## src/sv/tcs_pkg.sv

```systemverilog
`timescale 1ns / 1ps
// ----------------------------------------------------------------------------
// Telnet command stripper package
// Protocol codes, parser phases, the reply burst type and the preferred-name lookup.
// ----------------------------------------------------------------------------
package tcs_pkg;
    localparam logic [7:0] IAC  = 8'd255;
    localparam logic [7:0] DONT = 8'd254;
    localparam logic [7:0] DO   = 8'd253;
    localparam logic [7:0] WONT = 8'd252;
    localparam logic [7:0] WILL = 8'd251;
    localparam logic [7:0] SB   = 8'd250;
    localparam logic [7:0] NOP  = 8'd241;
    localparam logic [7:0] SE   = 8'd240;
    localparam logic [7:0] FEAT_ECHO  = 8'd1;
    localparam logic [7:0] FEAT_SGA   = 8'd3;
    localparam logic [7:0] FEAT_TTYPE = 8'd24;
    localparam logic [7:0] TT_SEND = 8'd1;
    localparam logic [7:0] TT_IS   = 8'd0;
    localparam logic [7:0] CH_NL   = 8'd10;

    localparam logic [2:0] PH_NORMAL  = 3'd0;
    localparam logic [2:0] PH_IAC     = 3'd1;
    localparam logic [2:0] PH_NEG     = 3'd2;
    localparam logic [2:0] PH_SBFEAT  = 3'd3;
    localparam logic [2:0] PH_SUB     = 3'd4;
    localparam logic [2:0] PH_SUBIAC  = 3'd5;
    localparam logic [2:0] PH_SKIP    = 3'd6;
    localparam logic [2:0] PH_SKIPIAC = 3'd7;

    localparam int MAXRES = 8;

    // One burst of results caused by one input item.
    typedef struct packed {
        logic [3:0]      count;
        logic [7:0]      dmask;
        logic [7:0][7:0] bytes;
        logic            incompatible;
    } t_burst;

    // Preferred name byte at a position, 0 past its length.
    function automatic logic [7:0] pref_byte(input logic [1:0] k, input logic [2:0] i);
        logic [7:0] b;
        b = 8'd0;
        unique case (k)
            2'd0: begin
                unique case (i)
                    3'd0: b = 8'h41; 3'd1: b = 8'h4E; 3'd2: b = 8'h53; 3'd3: b = 8'h49;
                    default: b = 8'd0;
                endcase
            end
            default: begin
                unique case (i)
                    3'd0: b = 8'h56; 3'd1: b = 8'h54; 3'd2: b = 8'h31; 3'd3: b = 8'h30;
                    3'd4: b = (k == 2'd1) ? 8'h30 : 8'h32;
                    default: b = 8'd0;
                endcase
            end
        endcase
        return b;
    endfunction
endpackage

```

## src/sv/tcs_out.sv

```systemverilog
`timescale 1ns / 1ps
// ----------------------------------------------------------------------------
// Telnet command stripper output queue
// Holds reply bursts and serializes them one byte per cycle while i_stall is low.
// ----------------------------------------------------------------------------
module tcs_out (
    input  logic           i_clk,
    input  logic           i_rst_n,
    input  logic           i_push,
    input  tcs_pkg::t_burst i_burst,
    output logic           o_full,
    output logic           o_valid,
    input  logic           i_stall,
    output logic           o_dest,
    output logic [7:0]     o_out_byte,
    output logic           o_last,
    output logic           o_incompatible
);
    // Two-entry burst queue.
    tcs_pkg::t_burst r_q [2];
    logic       r_wp, r_rp;
    logic [1:0] r_cnt;
    logic [2:0] r_pos;
    logic       pop_b;
    logic [2:0] cnt_after;
    tcs_pkg::t_burst h;

    assign h       = r_q[r_rp];
    assign o_valid = (r_cnt != 2'd0);
    assign o_dest  = h.dmask[r_pos];
    assign o_out_byte = h.bytes[r_pos];
    assign o_last  = ({1'b0, r_pos} == h.count - 4'd1);
    assign o_incompatible = h.incompatible;
    assign pop_b = o_valid && !i_stall && o_last;

    // Full means the queue will have no free entry after this edge, so a
    // burst pushed in the following cycle would find no room.
    assign cnt_after = {1'b0, r_cnt} + {2'b00, i_push} - {2'b00, pop_b};
    assign o_full    = (cnt_after >= 3'd2);

    always_ff @(posedge i_clk) begin
        if (i_push) r_q[r_wp] <= i_burst;
        if (!i_rst_n) begin
            r_wp <= 1'b0; r_rp <= 1'b0; r_cnt <= 2'd0; r_pos <= 3'd0;
        end else begin
            if (i_push) r_wp <= ~r_wp;
            if (o_valid && !i_stall) begin
                if (o_last) begin
                    r_rp <= ~r_rp; r_pos <= 3'd0;
                end else begin
                    r_pos <= r_pos + 3'd1;
                end
            end
            r_cnt <= r_cnt + {1'b0, i_push} - {1'b0, pop_b};
        end
    end
endmodule

```

## config.mk

```make
export PLATFORM = sky130hd
export DESIGN_NAME = tcs_out
export DESIGN_NICKNAME = d
export VERILOG_FILES = /design/src/sv/tcs_pkg.sv /design/src/sv/tcs_out.sv
export SDC_FILE = /design/constraint.sdc
export NUM_CORES = 1
export LEC_CHECK = 0
export BUFFER_PORTS_ARGS = -buffer_cell sky130_fd_sc_hd__buf_4
export CAP_MARGIN = 30
export CORE_MARGIN = 2
export CORE_UTILIZATION = 56
export DETAILED_ROUTE_END_ITERATION = 7
export PLACE_DENSITY = 0.89
export SLEW_MARGIN = 20
export SYNTH_ARGS = -nofsm -noshare
export SYNTH_HDL_FRONTEND = slang
export SYNTH_SLANG_ARGS = --single-unit
```

## constraint.sdc

```tcl
create_clock -name i_clk -period 6.13 [get_ports i_clk]
set_input_delay 0.613 -clock i_clk [delete_from_list [all_inputs] [get_ports i_clk]]
set_output_delay 0.613 -clock i_clk [all_outputs]
set_load 0.02 [all_outputs]
```

### Yosys cells after proc, flatten, opt, wreduce, memory -nomap -nowiden

Memory sizes are Yosys's and may differ from the RTL's. A register that Yosys moved wholly into a read port is not among the register bits.
Cells that the tools add are included.

* flip-flop bits (word level): 7
* RAM bits: 154
* bits of input ports: 81
* memories: 1

Memories
* r_q: words 2, width 77, rd ports 1, clocked after Yosys merged registers in 1, write ports 1, RTL line tcs_out.sv:20 `tcs_pkg::t_burst r_q [2];`

* add/subtract/negate cells: 6
* magnitude comparators: 2
* equality and inequality tests: 1
* mux-type cells: 9
* bitwise operators: 2
* reductions and logical operators: 5

Operators with widths (number)
* 8-bit binary-select mux with 3-bit select: 1
* 8-bit two-way mux: 1
* 1-bit two-way mux: 5
* 3-bit by 4-bit equality test with 1-bit output: 1
* 3-bit by 4-bit less-than comparator with 1-bit output (second input constant): 1
* 4-bit by 1-bit subtractor with 4-bit output (second input constant): 1
* 2-bit by 1-bit adder with 3-bit output: 1
* 3-bit by 1-bit adder with 3-bit output (second input constant): 1
* 1-bit binary-select mux with 3-bit select: 1
* 3-bit by 2-bit greater-or-equal comparator with 1-bit output (second input constant): 1
* 3-bit two-way mux: 1
* 3-bit by 1-bit subtractor with 3-bit output: 1
* 2-bit by 1-bit adder with 2-bit output: 1
* 1-bit logical AND: 2
* 1-bit NOT: 2
* 2-bit AND reduction: 1
* 2-bit nonzero test: 1
* 2-bit by 1-bit subtractor with 2-bit output: 1
* 1-bit zero test: 1

### Depth between registers and ports, before layout

Gate-level depths: netlist of run 1.

* word-level depth: 5
* depth in mapped cells: 14
* mapped depth without buffers: 12

### Worst setup path before layout of run 1

OpenSTA, ideal clock, no wires.

* path kind: input to register
* start point: input i_push
* end point: memory r_q[0][0] (netlist bit), enable pin
* library setup time: 0.523 ns
* arrival: 4.014 ns
* slack: 1.594 ns
* stages: 1
* path through: nor2b_1

* cells in the longest elaborated chain, start to end: 2

Ends and longest elaborated chain
* from (decl): RTL line tcs_out.sv:9 `input logic i_push,`
* 1-bit two-way mux: RTL line tcs_out.sv:42 `if (i_push) r_q[r_wp] <= i_burst;`
* 1-bit two-way mux (not written as such): RTL line tcs_out.sv:42
* to (decl): RTL line tcs_out.sv:20

No other way between the ends.

### Final worst setup path of run 1

* start point: register r_pos[2]
* end point: output o_full

* cells in the longest elaborated chain, start to end: 4

Ends and longest elaborated chain
* from (decl): RTL line tcs_out.sv:23 `logic [2:0] r_pos;`
* from (signal assigned): RTL line tcs_out.sv:51 `r_pos <= r_pos + 3'd1;`
* 3-bit by 4-bit equality test with 1-bit output: RTL line tcs_out.sv:32 `assign o_last = ({1'b0, r_pos} == h.count - 4'd1);`
* 1-bit logical AND: RTL line tcs_out.sv:34 `assign pop_b = o_valid && !i_stall && o_last;`
* via pop_b: RTL line tcs_out.sv:24 `logic pop_b;`
* 3-bit by 1-bit subtractor with 3-bit output: RTL line tcs_out.sv:38 `assign cnt_after = {1'b0, r_cnt} + {2'b00, i_push} - {2'b00, pop_b};`
* via cnt_after[1]: RTL line tcs_out.sv:25 `logic [2:0] cnt_after;`
* 3-bit by 2-bit greater-or-equal comparator with 1-bit output: RTL line tcs_out.sv:39 `assign o_full = (cnt_after >= 3'd2);`
* to (decl): RTL line tcs_out.sv:11 `output logic o_full,`

The timed path passes the listed nets, and every way through them passes these cells.

==> results.txt, run 1 <==
The number of core rows is 38. The total number of H-tree levels came out at 4. The worst setup path is captured at a primary output. The number of register bits inferred by synthesis is between 150 and 200. The maximum number of pins on one net before global-route repair came out at 56.

Setup repair after global routing left no endpoint under its margin. The final count of hold timing violations is 0. TritonCTS built the clock tree.

The effective utilization at floorplan came out at 0.574. The clock sink count is roughly 160. At the later pin of the worst-skew pair, clock insertion delay measures roughly 520 ps. The number of enable flip-flop cells after synthesis came out at ~150.

The die is ~110 um wide. The first TritonRoute pass finished after 4 iterations. The portion of netlist area occupied by mux cells came out at 0.167.

The most common cell after layout, fill and taps aside is sky130_fd_sc_hd__edfxtp_1. The number of buffers and inverters on the critical path is 2. The post-synthesis share of cell area spent on and, or, nand and nor gates is 0.0230.

The initial antenna violation count came out at 0. The highest clock rate came out at about 230 MHz. After synthesis, the largest family of logic cells by area is multiplexers. For the pin with the worst max-slew slack, the measured transition is 876 ps. Counting instances, the worst hold path has a depth of 1. The post-synthesis cell count came out at 271. The slowest stage of the critical path is the sky130_fd_sc_hd__dfxtp_1 cell.

The startpoint of the tightest hold check path is i_burst[0]. The number of setup buffers added after CTS is 0. The static power due to leakage came out at roughly 2.7 nW. In the final layout, the share of cells above drive strength 1 is 0.465. The worst-case setup slack after placement came out at 2340 ps. The netlist uses 34 different library cells. The half-perimeter wire length after placement is around 7.6 mm. The total length of routed wires came out at ~12 mm.

The worst-case IR drop observed on VDD is around 0.34 mV. For this block, the initial DRC count from the detailed router was between 200 and 250. The total grt overflow came out at 0. STA classifies the critical path startpoint as a flip-flop.

After clock tree synthesis, the clock-pin slew on the worst setup and hold paths is approximately 70 ps. The count of boundary I/O pins came out at 94. The y dimension of the die came out at 110 um.

In this run the clock root is driven by a sky130_fd_sc_hd__clkbuf_8. The total clock buffers created by CTS came out at 17. When the netlist entered floorplanning its net count stood at approximately 360. The number of instances resized during post-cts repair came out at 0. After floorplanning, the core was sized to cover between 10,000 and 15,000 um2. The worst setup margin is ~1800 ps. The total routing usage reported by global routing came out at 0.210.

For this run, the number of Yosys warnings is 0. The post-synth design cell area is about 6300 um2. The first-pass GRT wire length is ~18 mm.

By startpoint and endpoint, the worst setup path is classified as reg2out. The family with the most delay on the worst path is flip-flops. In the layout the commonest cells are sky130_fd_sc_hd__edfxtp_1 (154), sky130_fd_sc_hd__buf_4 (95), sky130_fd_sc_hd__mux4_2 (45). The depth of the worst register-to-register path came out at 9. The required time of the critical path came out at about 5500 ps. Averaged over all synthesized cells, the footprint is approximately 23 um2. The number of hold buffers added after CTS was 0.

The vias per cell is approximately 5.8. The final total negative setup slack is 0 ps. Buffers placed on the I/O ports in this run total 93. In this run the worst hold path is classified as in2reg. The number of violations of the max-capacitance limit is 0. The layout overhead on the synthesized area came out at 23.8%. In this run the critical register-to-register path is captured at r_cnt[1]. In this run the critical register-to-register path is launched from r_pos[2]. The total via count in the routed design came out at between 3,000 and 4,000.

The worst endpoint data arrival time came out at approximately 3700 ps. The xor and xnor fraction of the mapped netlist area is 0.00560. The total of fill cells in the finished design came out at ~620. The largest fanout on the critical path is 13. The flow ran to the end, and the final reports show no timing, DRC or antenna violations. Walking the worst path, the cells encountered are xnor2_1, nand4_1, a311oi_4, and2_4, ha_1, inv_1, ha_1, fa_1, nand2b_1, buf_4. The share of the clock period used by the worst path after layout came out at 0.706. The number of global-route vias before repair came out at about 3,300. Power comes to between 2 and 3 mW. The most used flip-flop cell after synthesis is sky130_fd_sc_hd__edfxtp_1. Dividing the detail-routed wire length by the instance count gives approximately 22 um.

For hold timing, the worst endpoint is r_q[1][0]. The total die area came out at 12,000 um2. Routability-driven placement finished with a final weighted congestion of approximately 0.73. The final antenna-violating net count is 0. The headroom to the max-slew limit is 0.415. The final period demand of the worst path came out at roughly 4300 ps. The maximum buffer depth of the clock tree came out at 2. The detailed-route DRC error count came out at 0. Of the synthesized area, sequential elements account for 0.765.

In the synthesized netlist the async set-or-reset flop fraction comes to 0. Counting stages on the worst path, the most repeated cell is sky130_fd_sc_hd__ha_1. The post-synthesis share of cell area spent on full adders, half adders and majority gates came out at 0.0112. The number of diodes came out at 0. The clock tree skew after final layout is around 8.2 ps. Power spread over the standard cell area amounts to 327 nW/um2.

The fraction of the mapped netlist area in compound gates is 0.0142. The net count of the finished layout came out at 462. Setup violations remaining at the end of the flow were counted as 0. The total count of max-transition violations in the final report is 0. The delay of the slowest cell on the worst path came out at between 800 and 900 ps. The register-to-register path setup slack came out at 2980 ps.
-- stage by stage --
step	util	cell area (um2)	hold slack (ps)	instances
finish	0.711	7740	275	529
global route	0.711	7740	246	529
CTS	0.711	7740	258	529
detailed placement	0.658	7170	480	497
global placement	0.651	7080	460	494
floorplan	-	6250	447	271
-- synth_stat cells (3+ instances only) --
library cell / number / area (um2)
sky130_fd_sc_hd__and2_1: 3 / 18.8
sky130_fd_sc_hd__mux4_2: 45 / 1010
sky130_fd_sc_hd__nand2_1: 4 / 15.0
sky130_fd_sc_hd__buf_2: 3 / 15.0
sky130_fd_sc_hd__inv_1: 4 / 15.0
sky130_fd_sc_hd__nor2b_1: 3 / 18.8
sky130_fd_sc_hd__dfxtp_1: 8 / 160
sky130_fd_sc_hd__buf_4: 4 / 30.0
sky130_fd_sc_hd__ha_1: 4 / 50.1
sky130_fd_sc_hd__edfxtp_1: 154 / 4620
sky130_fd_sc_hd__o21ai_0: 6 / 30.0
-- kinds of logic (layout without fill, tap and decap cells) --
logic type / after synthesis / count (layout)
AOI/OAI and AO/OA: 12 / 12
muxes: 48 / 48
buffers and inverters: 16 / 134
xor gates and xnor gates: 4 / 4
DFF: 162 / 162
adders and majority gates: 5 / 5
and+or+nand+nor: 24 / 24
-- state kept, by name, summed over array words and instances (netlist names), named ones only --
signal / cells
r_rp: 1
r_cnt: 2
r_wp: 1
r_pos: 3
r_q: 154
-- worst max path at each step --
stage / start / end / slack [ps] / cells past startpoint
after floorplan: i_push / r_q[0][0] / 1590 / 1
after global placement: r_pos[2] / o_full / 2520 / 10
after detailed placement: r_pos[2] / o_full / 2340 / 10
after CTS: r_pos[2] / o_full / 1750 / 10
after global routing: r_pos[2] / o_full / 1580 / 10
final: r_pos[2] / o_full / 1800 / 10
-- cell type report --
cell class	instances	area, um2	share of cell area
well taps	140	175	0.0226
clock inverters	14	158	0.0204
flip-flops and latches	162	4790	0.618
inverters	4	15.0	0.00194
clock buffers	18	418	0.0540
repair buffers	98	796	0.103
multi-input cells	93	1390	0.180
-- per-layer routing --
layer / vias to the layer above / global-route usage / wire length [um]
met1: 1597 / 0.241 / 4220
met5: - / 0 / 0
met2: 117 / 0.381 / 6640
li1: 1354 / - / -
met3: 16 / 0.0539 / 590
met4: 0 / 0.0759 / 216
-- report_power, final --
| group | switching [mW] | total, mW | internal [mW] |
|---|---|---|---|
| Sequential | 0.0266 | 1.30 | 1.28 |
| Combinational | 0.103 | 0.223 | 0.120 |
| Clock | 0.422 | 1.01 | 0.586 |
Note: power is estimated with default switching activity, not from simulation.
==> run 2, diff against run 1 <==
- clock period: 6.13 -> 4.2 ns (I/O delays scaled with it)
==> run 2 against run 1 <==
Effect of this change:
- count of clock-buffer cells in the layout unchanged
- largest power group unchanged
- sequential cell count unchanged
- final area increased by 0.26%
==> results.txt, run 2 (synthesis results as in run 1) <==
The vias per cell is 5.63. The maximum buffer depth of the clock tree is 2. After detailed routing, the number of remaining DRC violations is 0. Measured along the x axis, the die boundary spans 110 um. The total of fill cells in the finished design is around 650. In the post-route analysis, the smallest setup slack over all paths is approximately 150 ps. In the final layout, the registers with the most flip-flops are r_q (154), r_pos (3), r_cnt (2).

The worst setup path is captured at a primary output. The total die area came out at 12,000 um2. Static timing analysis puts the maximum clock frequency at between 200 and 250 MHz.

The initial detailed-routing violation count came out at ~170. The final antenna-violating net count came out at 0. The clock sink count came out at 162. The worst endpoint data arrival time came out at around 3600 ps. The register-to-register path setup slack is 1150 ps. The worst path needs between 4000 and 5000 ps of the cycle, external delays included.

The worst-case setup slack after placement came out at 429 ps. 0 antenna diodes ended up in the layout. The flow ran to the end, and the final reports show no timing, DRC or antenna violations. The largest fanout on the critical path is 10. The cell area power density came out at between 400 and 500 nW/um2. The final weighted congestion in routability-driven placement came out at around 0.75. The analysis attributes to cell leakage a power of approximately 2.7 nW. The area of the core is 10,900 um2. The sequential cells in the finished layout cover a total of ~4800 um2. The clock root buffer master is sky130_fd_sc_hd__clkbuf_8. The worst hold path begins at i_burst[63]. The register with the most flip-flops in the layout has 154 of them. On the final layout, the worst hold slack is a little over 80 ps.

The routed design has around 11 mm of wire. The initial antenna violation count came out at 0. Setup total negative slack on the finished layout was measured at 0 ps. The final total power came out at 3.59 mW. The total routing usage reported by global routing is 0.203.

The worst-skew pair later-pin latency is about 520 ps. The headroom to the max-slew limit came out at 0.622. The effective utilization at floorplan came out at 0.574.

The length of the first detailed-routing pass in iterations is 5. The top cell types in the final layout, fill and taps aside, are sky130_fd_sc_hd__edfxtp_1 (154), sky130_fd_sc_hd__buf_4 (100), sky130_fd_sc_hd__mux4_2 (45). The number of violations of the max-capacitance limit is 0. The total grt overflow came out at 0.

The clock tree skew after final layout is a little under 6 ps. The critical path is of the reg2out type. The net count of the finished layout came out at approximately 470. The count of placed standard cells including taps came out at approximately 500. The total via count in the routed design is around 3,000. The number of core rows came out at 38. The final count of hold timing violations is 0. The maximum number of pins on one net before global-route repair came out at 79. The clock tree synthesis step divided the H-tree into 4 levels. The share of the clock period used by the worst path after layout came out at 0.963.

The most common cell after layout, fill and taps aside is sky130_fd_sc_hd__edfxtp_1. Dividing the detail-routed wire length by the instance count gives 21.2 um. The slew at the pin closest to its max-slew limit is roughly 570 ps. The worst register-to-register path has a depth of 12. The total count of max-transition violations in the final report is 0. TritonCTS built the clock tree. The multi-input logic area is between 1000 and 1500 um2. The required time of the critical path is about 3800 ps. Relative to the synthesized area, the layout overhead comes to 24.1%. In the final layout, the share of cells above drive strength 1 is 0.468.

The number of port buffers came out at a little over 90. The post-route core utilization came out at 0.713. The first-pass GRT wire length came out at roughly 17 mm. In the detailed route, the total length drawn on met3 is approximately 530 um. The clock-pin slew reported for the worst setup and hold paths after clock tree synthesis is ~60 ps.

The total clock buffers created by CTS is 17. The number of cells on the worst hold path came out at 1. More flip-flops sit in one register than any other, and that register is r_q. The peak ir drop on the vdd network came out at around 0.37 mV. The total setup violations reported at the end of the flow came out at 0. The half-perimeter wire length after placement came out at 6.87 mm. The path class of the tightest hold or removal check is in2reg. The non-filler instance count after layout is 535. The highest layer touched by signal routing is met4. The worst setup path is launched from a flip-flop.

The number of global-route vias before repair is ~3,300. The post-layout instance area is about 7800 um2. In this run the vertical extent of the chip is roughly 110 um. Summed over all nets, wire length on met2 after detailed routing comes to 6.10 mm. Setup repair after global routing left no endpoint under its margin. The count of boundary I/O pins is 94. After detailed routing, the wire length on met1 is between 4 and 5 mm. The placed instances occupy a cell area of 7130 um2.
## run 2: cell count changes in the layout (fill, tap and decap cells not counted), sizes merged
cell,previous run,this run
clkinvlp,2,3
clkbuf,18,19
inv,7,5
clkinv,7,9
buf,98,103
bufinv,2,1
## run 2: final cells by class
| cell class | count | area share |
|---|---|---|
| Multi-Input combinational cell | 93 | 0.181 |
| Clock inverter | 14 | 0.0150 |
| Sequential cell | 162 | 0.617 |
| Inverter | 4 | 0.00193 |
| Tap cell | 140 | 0.0226 |
| Timing Repair Buffer | 104 | 0.109 |
| Clock buffer | 18 | 0.0538 |
## run 2: metal layers
| layer | vias up | global-route usage |
|---|---|---|
| met4 | 0 | 0.0832 |
| met3 | 16 | 0.0557 |
| met2 | 100 | 0.335 |
| li1 | 1367 | - |
| met5 | - | 0 |
| met1 | 1531 | 0.256 |
## run 2: final timing paths
kind,endpoint
min reg2reg,r_rp
max reg2reg,r_cnt[1]
min,r_q[0][63]
max,o_full
## run 2: timing repair
action / CTS / global route
hold buffers: 0 / 0
endpoints found under the setup margin: 1 / 1
pin swaps: 1 / 2
setup buffers: 0 / 2
resized for setup: 2 / 4
gates cloned: 0 / 1
## run 2: power breakdown
part           total [mW]  leakage (nW)  switching, mW  internal [mW]
clock network        1.38         0.251          0.596          0.780
logic               0.334         0.906          0.160          0.174
registers            1.88          1.51         0.0227           1.86
## run 2: worst max-delay path, stage by stage (launching register included)
cell and delay (ps):
sky130_fd_sc_hd__dfxtp_4 400, sky130_fd_sc_hd__buf_12 160, sky130_fd_sc_hd__mux2i_2 230, sky130_fd_sc_hd__ha_1 210, sky130_fd_sc_hd__xnor2_2 140, sky130_fd_sc_hd__nand4_1 180, sky130_fd_sc_hd__a311oi_4 380, sky130_fd_sc_hd__and2_4 220
sky130_fd_sc_hd__ha_1 220, sky130_fd_sc_hd__inv_1 60, sky130_fd_sc_hd__ha_1 160, sky130_fd_sc_hd__fa_1 440, sky130_fd_sc_hd__nand2b_1 160, sky130_fd_sc_hd__buf_4 150
==> run 3, diff against run 2 <==
- PLACE_DENSITY: 0.89 -> 0.77
==> run 3 against run 2 <==
Effect of this change:
- utilization down 0.52 points
- total power increased by 2.1%
- sequential power is essentially flat
- first-iteration DRC count up 21%
- clock skew hardly changed
- sequential cell count did not move
- die area did not move
- hold slack gained 4.7 ps
- critical path type unchanged
- sequential share of layout area grew 0.42 points
- count of clock-buffer cells in the layout unchanged
- maximum frequency rose by 1.5%
==> results.txt, run 3 (synthesis results as in run 1) <==
The run finished with clean final reports. The detail route stage leaves a number of antenna-violating nets equal to 0. The total number of H-tree levels is 4. The clock passes through at most 2 buffers.

In the routed layout, each cell is associated on average with a via count of 5.63. The kind of path behind the tightest hold check is in2reg. The worst-skew pair later-pin latency came out at 520 ps. The worst-case setup slack after placement is about 760 ps. The depth of the worst register-to-register path came out at 11. The flip-flop count of the largest register, all copies and words added came out at around 150.

The multi-input logic area came out at 1400 um2. The sequential cell area came out at ~4800 um2. Counting the fill cells in the layout gives 677. Walking the worst path, the cells encountered are mux2i_2, ha_1, xnor2_1, nand4_1, a311oi_4, and2_4, ha_1, inv_1, ha_1, fa_1, nand2b_1, buf_4. The final period demand of the worst path is ~4000 ps. Ranked by flip-flop count, first place goes to r_q. The highest clock rate is roughly 250 MHz. The final weighted congestion in routability-driven placement is ~0.74. The initial detailed-routing violation count is ~210. The total setup violations reported at the end of the flow came out at 0. The path with the worst hold slack has its endpoint at r_q[1][24]. On the critical path, the stage with the largest delay is an instance of sky130_fd_sc_hd__a311oi_4. Along the worst hold path, the cell count comes to 1.

The total via count in the routed design came out at about 3,000. The largest registers in the layout are r_q (154), r_pos (3), r_cnt (2). The total count of max-transition violations in the final report is 0. The tool flagged a number of max-cap violations equal to 0. The number of port buffers came out at 93.

CTS placed an instance of sky130_fd_sc_hd__clkbuf_8 at the clock tree root. The type of the worst setup path is reg2out. Buffers inserted during clock tree synthesis total 17. Entering global routing, the biggest net connects 44 pins. The total die area came out at 12,000 um2. The delay of the slowest cell on the worst path is ~440 ps. In the finished design, the share of the clock period the worst path needs comes to 0.949.

The source of the worst register-to-register timing path is r_q[1][73]. The cell area power density is 476 nW/um2. For flop-to-flop paths, the worst setup slack is 1210 ps.

The element type at the critical path end is a primary output. The static power due to leakage is about 2.6 nW. The placed instances occupy a cell area of about 7100 um2.

The slew at the pin closest to its max-slew limit is between 500 and 600 ps. The post-layout instance area came out at 7700 um2. The worst setup path is launched from a flip-flop.

TritonCTS built the clock tree. The floorplan die width is approximately 110 um. The largest fanout on the critical path is 5.

The number of buffers inserted by hold repair at cts came out at 0. Summed over all nets, the half-perimeter wirelength after detailed placement is between 6 and 7 mm. The most common cell after layout, fill and taps aside is sky130_fd_sc_hd__edfxtp_1. The effective utilization at floorplan came out at 0.574. Setup slack closes at about 210 ps. The clock drives around 160 sinks.

The worst endpoint data arrival time is approximately 3600 ps. Setup repair after global routing left no endpoint under its margin. Data on the critical path is required at its endpoint by roughly 3800 ps.

The clock tree skew after final layout is about 5.3 ps. The number of diodes came out at 0. The final total negative setup slack came out at 0 ps. The headroom to the max-slew limit is 0.605. The length of the first detailed-routing pass in iterations came out at 5. In this run the standard cell core region covers roughly 11,000 um2. The y dimension of the die is around 110 um. Summed over all layers, the routed wires come to 10.8 mm.

Compared with the post-synthesis result, the final layout area differs by 23.2%. The final count of hold timing violations is 0. The net count of the finished layout came out at 465. The routed wire length per instance came out at 20.4 um.

The first global-routing pass estimated approximately 17 mm of wire. The final total power came out at about 3.7 mW. The detailed-route DRC error count is 0. Among the stages of the critical path, the cell type that occurs most often is sky130_fd_sc_hd__ha_1. The number of global-route vias before repair is between 3,000 and 4,000. In the layout the commonest cells are sky130_fd_sc_hd__edfxtp_1 (154), sky130_fd_sc_hd__buf_4 (100), sky130_fd_sc_hd__mux4_2 (45). The share of final-layout standard cells stronger than drive strength 1 is 0.464.

The initial antenna violation count is 0. The total grt overflow is 0. The total routing usage reported by global routing came out at 0.200. The worst register-to-register path ends at r_cnt[1]. The clock-pin slew reported for the worst setup and hold paths after clock tree synthesis came out at ~60 ps.

The worst hold path begins at i_burst[24]. The peak ir drop on the vdd network is about 0.32 mV. The count of boundary I/O pins came out at 94. After floorplanning, the core was divided into 38 placement rows.
==> run 3: changes by cell type in the layout (fill, tap and decap cells not counted), moves of 2 or more <==
cell                        delta
sky130_fd_sc_hd__clkinv_4      -4
sky130_fd_sc_hd__clkinv_1      -2
sky130_fd_sc_hd__clkinv_2      +2
sky130_fd_sc_hd__bufinv_16     +2
==> run 3: per-layer routing <==
metal,vias to the layer above,GRT usage,part of all wire
met5,-,0,0
met4,0,0.0814,0.023
met3,21,0.0628,0.051
met2,98,0.331,0.53
met1,1510,0.248,0.40
li1,1355,-,-
==> run 3: worst max-delay path by stage <==
| stage | from | end | depth (start not counted) |
|---|---|---|---|
| final | r_q[1][73] | o_full | 12 |
| after global routing | r_q[1][73] | o_full | 12 |
| after CTS | r_q[1][73] | o_full | 12 |
| after detailed placement | flip-flop | o_full | 12 |
| after global placement | flip-flop | o_full | 12 |
| after floorplan | flip-flop | o_full | 13 |
==> run 3: cell type report <==
cell class              count  area share
flip-flops and latches    162       0.621
repair buffers            101       0.100
clock buffers              18      0.0542
well taps                 140      0.0227
clock inverters            12      0.0185
multi-input cells          93       0.181
inverters                   4     0.00195
==> run 3: repair_timing <==
| action | 4_1_cts | 5_1_grt |
|---|---|---|
| gates resized for setup | 0 | 1 |
| setup buffers | 0 | 0 |
| hold endpoints to repair | 0 | 0 |
| setup endpoints to repair | 0 | 1 |
==> run 3: report_power, final <==
part           switching [mW]  internal [mW]
logic                   0.156          0.167
clock network           0.571          0.890
registers              0.0223           1.86
==> run 3: worst max-delay path, delay by kind of cell (launching register included) <==
kind | cells | cell delay, ps
adders and majority gates | 4 | 990
xor gates and xnor gates | 1 | 180
AOI/OAI and AO/OA | 1 | 440
DFF | 1 | 430
muxes | 1 | 240
and+or+nand+nor | 3 | 560
buffers and inverters | 2 | 200
==> run 3: stage by stage <==
step	cells	utilization	hold WS [ps]
after floorplan	271	-	447
after global placement	499	0.654	466
after detailed placement	500	0.656	489
after CTS	530	0.707	65.9
after global routing	530	0.708	51.3
final	530	0.708	85.6
